===== src/design/edpp_pkg.sv =====
// Shared types, codes and helpers for the error diffusion pixel packer.
package edpp_pkg;

  localparam int unsigned NUM_CH   = 4;
  localparam int unsigned LANE_W   = 3;
  localparam int unsigned ERR_W    = NUM_CH * LANE_W;
  localparam int unsigned CFG_DW   = 16;
  localparam int unsigned CFG_IW   = 2;
  localparam int unsigned FMT_W    = 2;
  localparam int unsigned IMG_WW   = 11;
  localparam int unsigned IMG_HW   = 16;

  // Diffusion factors, in sixteenths.
  localparam logic [2:0] F_RIGHT  = 3'd7;
  localparam logic [2:0] F_BLEFT  = 3'd3;
  localparam logic [2:0] F_BELOW  = 3'd5;
  localparam logic [2:0] F_BRIGHT = 3'd1;

  typedef enum logic [FMT_W-1:0] {
    FMT_RGB565   = 2'd0,
    FMT_RGBA5551 = 2'd1,
    FMT_RGBA4444 = 2'd2
  } fmt_e;

  typedef enum logic [CFG_IW-1:0] {
    REG_OUT_FORMAT   = 2'd0,
    REG_IMAGE_WIDTH  = 2'd1,
    REG_IMAGE_HEIGHT = 2'd2
  } reg_idx_e;

  typedef logic [7:0]       chan_t;
  typedef logic [ERR_W-1:0] err_t;

  // Position flags that travel with a pixel from the input register.
  typedef struct packed {
    logic last_col;
    logic last_row;
    logic row_nz;
  } pos_t;

  // One diffused term: error * factor / 16, at most six.
  function automatic logic [LANE_W-1:0] diffuse(input logic [3:0] err, input logic [2:0] fac);
    logic [6:0] prod;
    prod = 7'(err) * 7'(fac);
    return prod[6:4];
  endfunction

endpackage


===== src/design/edpp_quant.sv =====
// Per-pixel correction, saturation, packing and error term spreading.
module edpp_quant (
  input  edpp_pkg::chan_t                   chan_i [edpp_pkg::NUM_CH],
  input  edpp_pkg::err_t                    right_i,
  input  edpp_pkg::err_t                    below_i,
  input  logic [edpp_pkg::FMT_W-1:0]        fmt_i,
  output logic [15:0]                       packed_o,
  output edpp_pkg::err_t                    t7_o,
  output edpp_pkg::err_t                    t5_o,
  output edpp_pkg::err_t                    t3_o,
  output edpp_pkg::err_t                    t1_o
);

  localparam int unsigned LW = edpp_pkg::LANE_W;

  logic [8:0]  sum [edpp_pkg::NUM_CH];
  logic [7:0]  v   [edpp_pkg::NUM_CH];
  logic [3:0]  e   [edpp_pkg::NUM_CH];

  // Add both carried terms and saturate once.
  always_comb begin
    for (int c = 0; c < int'(edpp_pkg::NUM_CH); c++) begin
      sum[c] = 9'(chan_i[c]) + 9'(right_i[LW*c +: LW]) + 9'(below_i[LW*c +: LW]);
      v[c]   = sum[c][8] ? 8'hff : sum[c][7:0];
    end
  end

  always_comb begin
    unique case (fmt_i)
      edpp_pkg::FMT_RGB565: begin
        packed_o = {v[0][7:3], v[1][7:2], v[2][7:3]};
        e[0] = {1'b0, v[0][2:0]};
        e[1] = {2'b00, v[1][1:0]};
        e[2] = {1'b0, v[2][2:0]};
        e[3] = 4'd0;
      end
      edpp_pkg::FMT_RGBA5551: begin
        packed_o = {v[0][7:3], v[1][7:3], v[2][7:3], v[3][7]};
        for (int c = 0; c < int'(edpp_pkg::NUM_CH); c++) begin
          e[c] = {1'b0, v[c][2:0]};
        end
      end
      default: begin
        packed_o = {v[0][7:4], v[1][7:4], v[2][7:4], v[3][7:4]};
        for (int c = 0; c < int'(edpp_pkg::NUM_CH); c++) begin
          e[c] = v[c][3:0];
        end
      end
    endcase
  end

  always_comb begin
    for (int c = 0; c < int'(edpp_pkg::NUM_CH); c++) begin
      t7_o[LW*c +: LW] = edpp_pkg::diffuse(e[c], edpp_pkg::F_RIGHT);
      t5_o[LW*c +: LW] = edpp_pkg::diffuse(e[c], edpp_pkg::F_BELOW);
      t3_o[LW*c +: LW] = edpp_pkg::diffuse(e[c], edpp_pkg::F_BLEFT);
      t1_o[LW*c +: LW] = edpp_pkg::diffuse(e[c], edpp_pkg::F_BRIGHT);
    end
  end

endmodule


===== config.mk =====
export PLATFORM = sky130hd
export DESIGN_NAME = edpp_quant
export DESIGN_NICKNAME = d
export VERILOG_FILES = /design/src/design/edpp_pkg.sv /design/src/design/edpp_quant.sv
export SDC_FILE = /design/constraint.sdc
export NUM_CORES = 1
export LEC_CHECK = 0
export ABC_AREA = 1
export BUFFER_PORTS_ARGS = -buffer_cell sky130_fd_sc_hd__buf_2
export CORE_MARGIN = 2
export CORE_UTILIZATION = 52
export DETAILED_ROUTE_END_ITERATION = 8
export GPL_TIMING_DRIVEN = 0
export PLACE_DENSITY = 0.93
export SYNTH_ARGS = -nofsm -noshare
export SYNTH_HDL_FRONTEND = slang
export SYNTH_SLANG_ARGS = --single-unit
export TNS_END_PERCENT = 5

===== constraint.sdc =====
create_clock -name vclk -period 6.45
set_input_delay 1.29 -clock vclk [all_inputs]
set_output_delay 1.29 -clock vclk [all_outputs]
set_load 0.05 [all_outputs]

### Word-level counts from Yosys, hierarchy flattened

Cells that the tools add are included.

* register bits after elaboration: 0
* bits of input ports: 58
* output and inout bits: 64

* add/subtract/negate cells: 8
* multipliers: 12
* equality and inequality tests: 1
* mux-type cells: 6
* reduce and logical (&&, ||, !) cells: 1

Operators by type and width (number)
* multiplier 4 x 3 -> 7 bit (second input constant): 8
* adder 8 x 3 -> 9 bit: 4
* adder 9 x 3 -> 9 bit: 4
* two-way mux 8 bit: 4
* one-hot mux 16 bit (2 select lines): 1
* multiplier 4 x 2 -> 6 bit (second input constant): 4
* one-hot mux 12 bit (2 select lines): 1
* == test 2 x 1 -> 1 bit (second input constant): 1
* zero test 2 bit: 1

### Logic depth before layout (Yosys ltp)

Gate-level depths: netlist of the first run.

* depth in word-level cells: 5
* mapped depth: 19
* mapped depth without buffers: 19

### Worst setup path after synthesis of the first run

No wires, ideal clock.

* kind: in2out
* start: input port chan_i[9] (netlist name)
* end: output port t7_o[8]
* arrival: 5.186 ns
* required time: 5.160 ns
* slack: -0.026 ns
* stages: 14
* buffers on the path: 0
* cells stage by stage: inv_1 > fa_1 > inv_1 > ha_1 > fa_1 > nor2_1 > inv_1 > fa_1 > inv_1 > ha_1 > nand3_1 > nand2_1 > a21oi_1 > o21ai_0

* cells in the longest elaborated chain, start to end: 5

RTL lines
* from (decl): RTL line edpp_quant.sv:3 `input edpp_pkg::chan_t chan_i [edpp_pkg::NUM_CH],`
* adder 8 x 3 -> 9 bit: RTL line edpp_quant.sv:23 `sum[c] = 9'(chan_i[c]) + 9'(right_i[LW*c +: LW]) + 9'(below_i[LW*c +: LW]);`
* adder 9 x 3 -> 9 bit: RTL line edpp_quant.sv:23
* two-way mux 8 bit: RTL line edpp_quant.sv:24 `v[c] = sum[c][8] ? 8'hff : sum[c][7:0];`
* one-hot mux 16 bit (2 select lines): RTL line edpp_quant.sv:29 `unique case (fmt_i)`
* multiplier 4 x 3 -> 7 bit: RTL line edpp_pkg.sv:44 `prod = 7'(err) * 7'(fac);`
* to (decl): RTL line edpp_quant.sv:8 `output edpp_pkg::err_t t7_o,`

Every way passes these cells.

### Worst setup path after layout of the first run

* start: input port chan_i[9] (netlist name)
* end: output port t7_o[7]

The elaborated chain is that of the path after synthesis.

==> results_dict.tcl, run 1 <==
set metrics [dict create \
    drive_above_1_share_pct 28.90 \
    cp_slowest_cell "fa_1" \
    dieHeight_microns 81.25 \
    start_util_pct 53.04 \
    drt_iter0_drc 99 \
    wl_microns 6745 \
    first_pass_iters 4 \
    die_width_microns 81.25 \
    irDropWorstVdd_uv 274.7 \
    place.gp.congestion 0.8590 \
    netlist_area_sq_um 3103 \
    dp_hpwl_microns 6068 \
    hold_slack_ps 3022 \
    ys_seq_area_share_pct 0 \
    cpLargestDelayFamily "adder cells" \
    clockBufferCount 0 \
    grt_pass1_vias 2896 \
    timing.critical_path.buf_inv 6 \
    period_share_pct 95.66 \
    cap_violations 0 \
    design.core.area_sq_um 5851 \
    grt_max_degree 11 \
    rows 28 \
    drc 0 \
    port_buffers 106 \
    area_growth_pct 22.02 \
    power_uw 1144 \
    wl_per_cell_microns 10.44 \
    path_depth 18 \
    num-nets-final 712 \
    hold_violations 0 \
    nFlopsAndLatches 0 \
    setup_viol 0 \
    rsz0062_at_grt "false" \
    leakage_uw 0.002447 \
    ioPinCount 122 \
    cp-end-kind "primary output" \
    fmax_mhz 162.1 \
    slew_viol_final 0 \
    ctsHoldBuffers 0 \
    register_area_sq_um 0 \
    vias 3021 \
    antenna_left 0 \
    grt_overflow 0 \
    hold_depth 4 \
    path_cells "buf_2, inv_1, fa_1, inv_1, ha_1, fa_1, xnor2_1, nand2_4, nand2_4, inv_2, fa_1, inv_1, ha_1, nand3_1, nand2_1, a21oi_1, xor2_1, buf_2" \
    hold_path.class "input port to primary output" \
    vias_per_cell 4.676 \
    design.die.area_sq_um 6602 \
    synth_cell_type_count 27 \
    fin_setup_tns_ps 0 \
    critical_path_class "input port to primary output" \
    avgSynthCellArea_sq_um 6.896 \
    syn-instance-count 450 \
    antenna_found_initial 0 \
    cellPowerDensity_nw_per_um2 302.1 \
    cp.arrival_ps 4880 \
    start_kind "input port" \
    cp.required_ps 5160 \
    grt_use_total_pct 20.41 \
    path_max_fanout 8 \
    outcome "completed" \
    yosys_warnings 0 \
    antenna_cells 0 \
    finalWorstPathRequiredPeriod_ps 6170 \
    grt_pass1_wl_microns 11210 \
    crit_path_max_incr_delay_ps 550 \
]
[cells by family after synthesis]
| kind of cell | after synthesis | share of synthesized area (%) |
|---|---|---|
| simple gates | 188 | 29.92 |
| compound gates | 31 | 5.605 |
| buf+inv | 126 | 17.46 |
| other cells | 1 | 0.1209 |
| fa+ha+maj | 81 | 40.40 |
| xor+xnor | 23 | 6.492 |
[timing repair]
action / in CTS / in global routing
setup endpoints to repair: 0 / 1
hold endpoints to repair: 0 / 0
resized for setup: 0 / 1
buffers inserted: 0 / 0
[cell usage after synthesis (all sizes together)]
master  number  share of area [%]
nand2      122                 18
inv        108                 13
ha          49                 20
nand3       38                7.1
fa          32                 21
nor2        21                3.6
buf         18                4.4
o21ai       17                3.0
xor2        17                4.8
a21oi        9                1.5
xnor2        6                1.7
a21o         4               0.97
nand4        3               0.60
nand3b       2               0.48
or2          2               0.40
a31oi        1               0.20
conb         1               0.12
[layout make-up]
cell class	count	area, sq um
buffer	18	136.4
fill	533	2064
inverter	108	405.4
multi-input combinational	339	2620
tap	75	93.84
timing repair buffer	106	530.5
[cells in the final DEF (no fill, tap or decap), drive strengths merged]
cell    netlist  final
nand3        38     38
nand2       122    122
fa           32     32
nor2         21     21
inv         108    108
a21oi         9      9
ha           49     49
conb          1     16
xor2         17     17
nand3b        2      2
nand4         3      3
o21ai        17     17
a21o          4      4
a31oi         1      1
xnor2         6      6
buf          18    124
or2           2      2
[tightest hold or removal path: stages]
cell and delay (ps):
buf_2 110, nand2_1 60, nand3_1 70, buf_2 210
[metrics by stage]
| step | area (sq um) | instances | setup WS (ps) | util (%) |
|---|---|---|---|---|
| 2_1_floorplan | 3159 | 465 | 86.07 | - |
| 3_3_place_gp | 3784 | 646 | 289.3 | 64.67 |
| 3_5_place_dp | 3784 | 646 | 166.2 | 64.67 |
| 4_1_cts | 3784 | 646 | 170.0 | 64.67 |
| 5_1_grt | 3786 | 646 | 75.57 | 64.71 |
| 6_report | 3786 | 646 | 279.9 | 64.71 |
[metal layers]
metal / share of wire [%] / wire [microns] / GRT usage, %
met1: 41 / 2771 / 24.05
met2: 52 / 3517 / 41.57
met3: 5.9 / 398 / 0.6667
met4: 0.85 / 57 / 2.203
met5: 0 / 0 / 0
[path summary, 6_finish.rpt]
| path | startpoint | end |
|---|---|---|
| min | chan_i[29] | packed_o[13] |
| max | chan_i[9] | t7_o[7] |
[report_power, final]
part | total [uW] | internal (uW) | switching (uW)
logic | 1140 | 308 | 835
clock network | 0 | 0 | 0
registers | 0 | 0 | 0
(Power assumes the default switching activity.)
==> run 2: changes to the inputs <==
Settings changed: RECOVER_POWER set to 100.
==> run 2 against run 1 <==
Cell count stayed put. Largest cell class unchanged. Sequential cell count stayed put. Worst hold slack better by 88 ps. Via count is 0.99% higher. Global-route usage stayed put. Setup slack worse by 18 ps. Core utilization is 0.94 points lower. Design area is 1.5% lower. Routed wire length is 0.36% higher. Critical endpoint unchanged. Sequential share of layout area stayed put. Maximum frequency is 0.30% lower.
==> results_dict.tcl, run 2 (same netlist as run 1, synthesis figures left out) <==
set metrics [dict create \
    start_kind "input port" \
    drc 0 \
    finalWorstPathRequiredPeriod_ps 6188 \
    instances_no_fill 646 \
    hold_start "chan_i[29]" \
    rows 28 \
    dieHeight_microns 81.25 \
    design.core.area_sq_um 5851 \
    period_share_pct 95.94 \
    cp-end-kind "primary output" \
    post_cts_buffers 0 \
    hold_violations 0 \
    wl_microns 6769 \
    place.gp.congestion 0.8590 \
    drive_above_1_share_pct 22.07 \
    vias_per_cell 4.723 \
    design.die.area_sq_um 6602 \
    outcome "completed" \
    irDropWorstVdd_uv 269.2 \
    critical_path_class "input port to primary output" \
    setup_viol 0 \
    grt_pass1_vias 2896 \
    vias 3051 \
    ioPinCount 122 \
    fin_ws_ps 261.6 \
    antenna_cells 0 \
    placed_cells 646 \
    register_area_sq_um 0 \
    path_max_fanout 8 \
    placed_cell_area_sq_um 3784 \
    clockBufferCount 0 \
    antenna_found_initial 0 \
    grt_use_total_pct 20.41 \
    cellPowerDensity_nw_per_um2 300.5 \
    rsz0062_at_grt "false" \
    worst_pin_slew_ps 650.0 \
    dp_hpwl_microns 6068 \
    die_width_microns 81.25 \
    area_growth_pct 20.24 \
    nFlopsAndLatches 0 \
    cap_violations 0 \
    stdcell_area_sq_um 3731 \
    num-nets-final 712 \
    wl_per_cell_microns 10.48 \
    port_buffers 106 \
    leakage_uw 0.002311 \
    drt_iter0_drc 97 \
    start_util_pct 53.04 \
    crit_start "chan_i[9]" \
    fin_setup_tns_ps 0 \
    post-place-ws_ps 166.2 \
    cts_resized 0 \
    slew_viol_final 0 \
    cp.required_ps 5160 \
    first_pass_iters 4 \
    fmax_mhz 161.6 \
    hold_path.class "input port to primary output" \
    grt_max_degree 11 \
    grt_pass1_wl_microns 11210 \
    antenna_left 0 \
    fillers 560 \
    final_cell_mix "104 x inv_1, 104 x nand2_1, 61 x buf_2" \
    cp.arrival_ps 4900 \
    grt_overflow 0 \
    max_slew_margin_pct 56.85 \
    ctsHoldBuffers 0 \
    hold_slack_ps 3110 \
]
-- run 2: cell type report --
| cell class | count | area [sq um] | share of cell area, % |
|---|---|---|---|
| multi-input cells | 339 | 2613 | 70.02 |
| repair buffers | 106 | 483.0 | 12.94 |
| inverters | 108 | 405.4 | 10.87 |
| plain buffers | 18 | 136.4 | 3.655 |
| well taps | 75 | 93.84 | 2.515 |
-- run 2: per-stage QoR --
| stage | util [%] | power, uW |
|---|---|---|
| 2_1_floorplan | - | 909.0 |
| 3_3_place_gp | 64.67 | 1099 |
| 3_5_place_dp | 64.67 | 1145 |
| 4_1_cts | 64.67 | 1149 |
| 5_1_grt | 63.77 | 1227 |
| 6_report | 63.77 | 1121 |
-- run 2: worst max-delay path, cell delays in order --
cell,delay [ps]
buf_2,70
inv_1,40
fa_1,530
inv_1,40
ha_1,230
fa_1,410
xnor2_1,260
nand2_4,110
nand2_4,90
inv_2,90
fa_1,550
inv_1,40
ha_1,280
nand3_1,80
nand2_1,90
a21oi_1,220
xor2_1,170
clkbuf_2,290
-- run 2: routing by layer --
layer  part of all wire, %  GRT usage (%)  wire, microns  up-vias
li1                      -              -              -     1562
met5                     0              0              0        -
met3                   5.8         0.6667            392        8
met4                  0.99          2.203             67        0
met2                    52          41.57           3542      104
met1                    41          24.05           2767     1377
-- run 2: power by group --
part	switching (uW)	internal (uW)
registers	0	0
clock network	0	0
logic	839	282
total	839	282
-- run 2: path summary, 6_finish.rpt --
| kind | to | slack (ps) | cells past startpoint |
|---|---|---|---|
| worst max-delay path | t7_o[7] | 260 | 18 |
| worst min-delay path | packed_o[13] | 3110 | 4 |
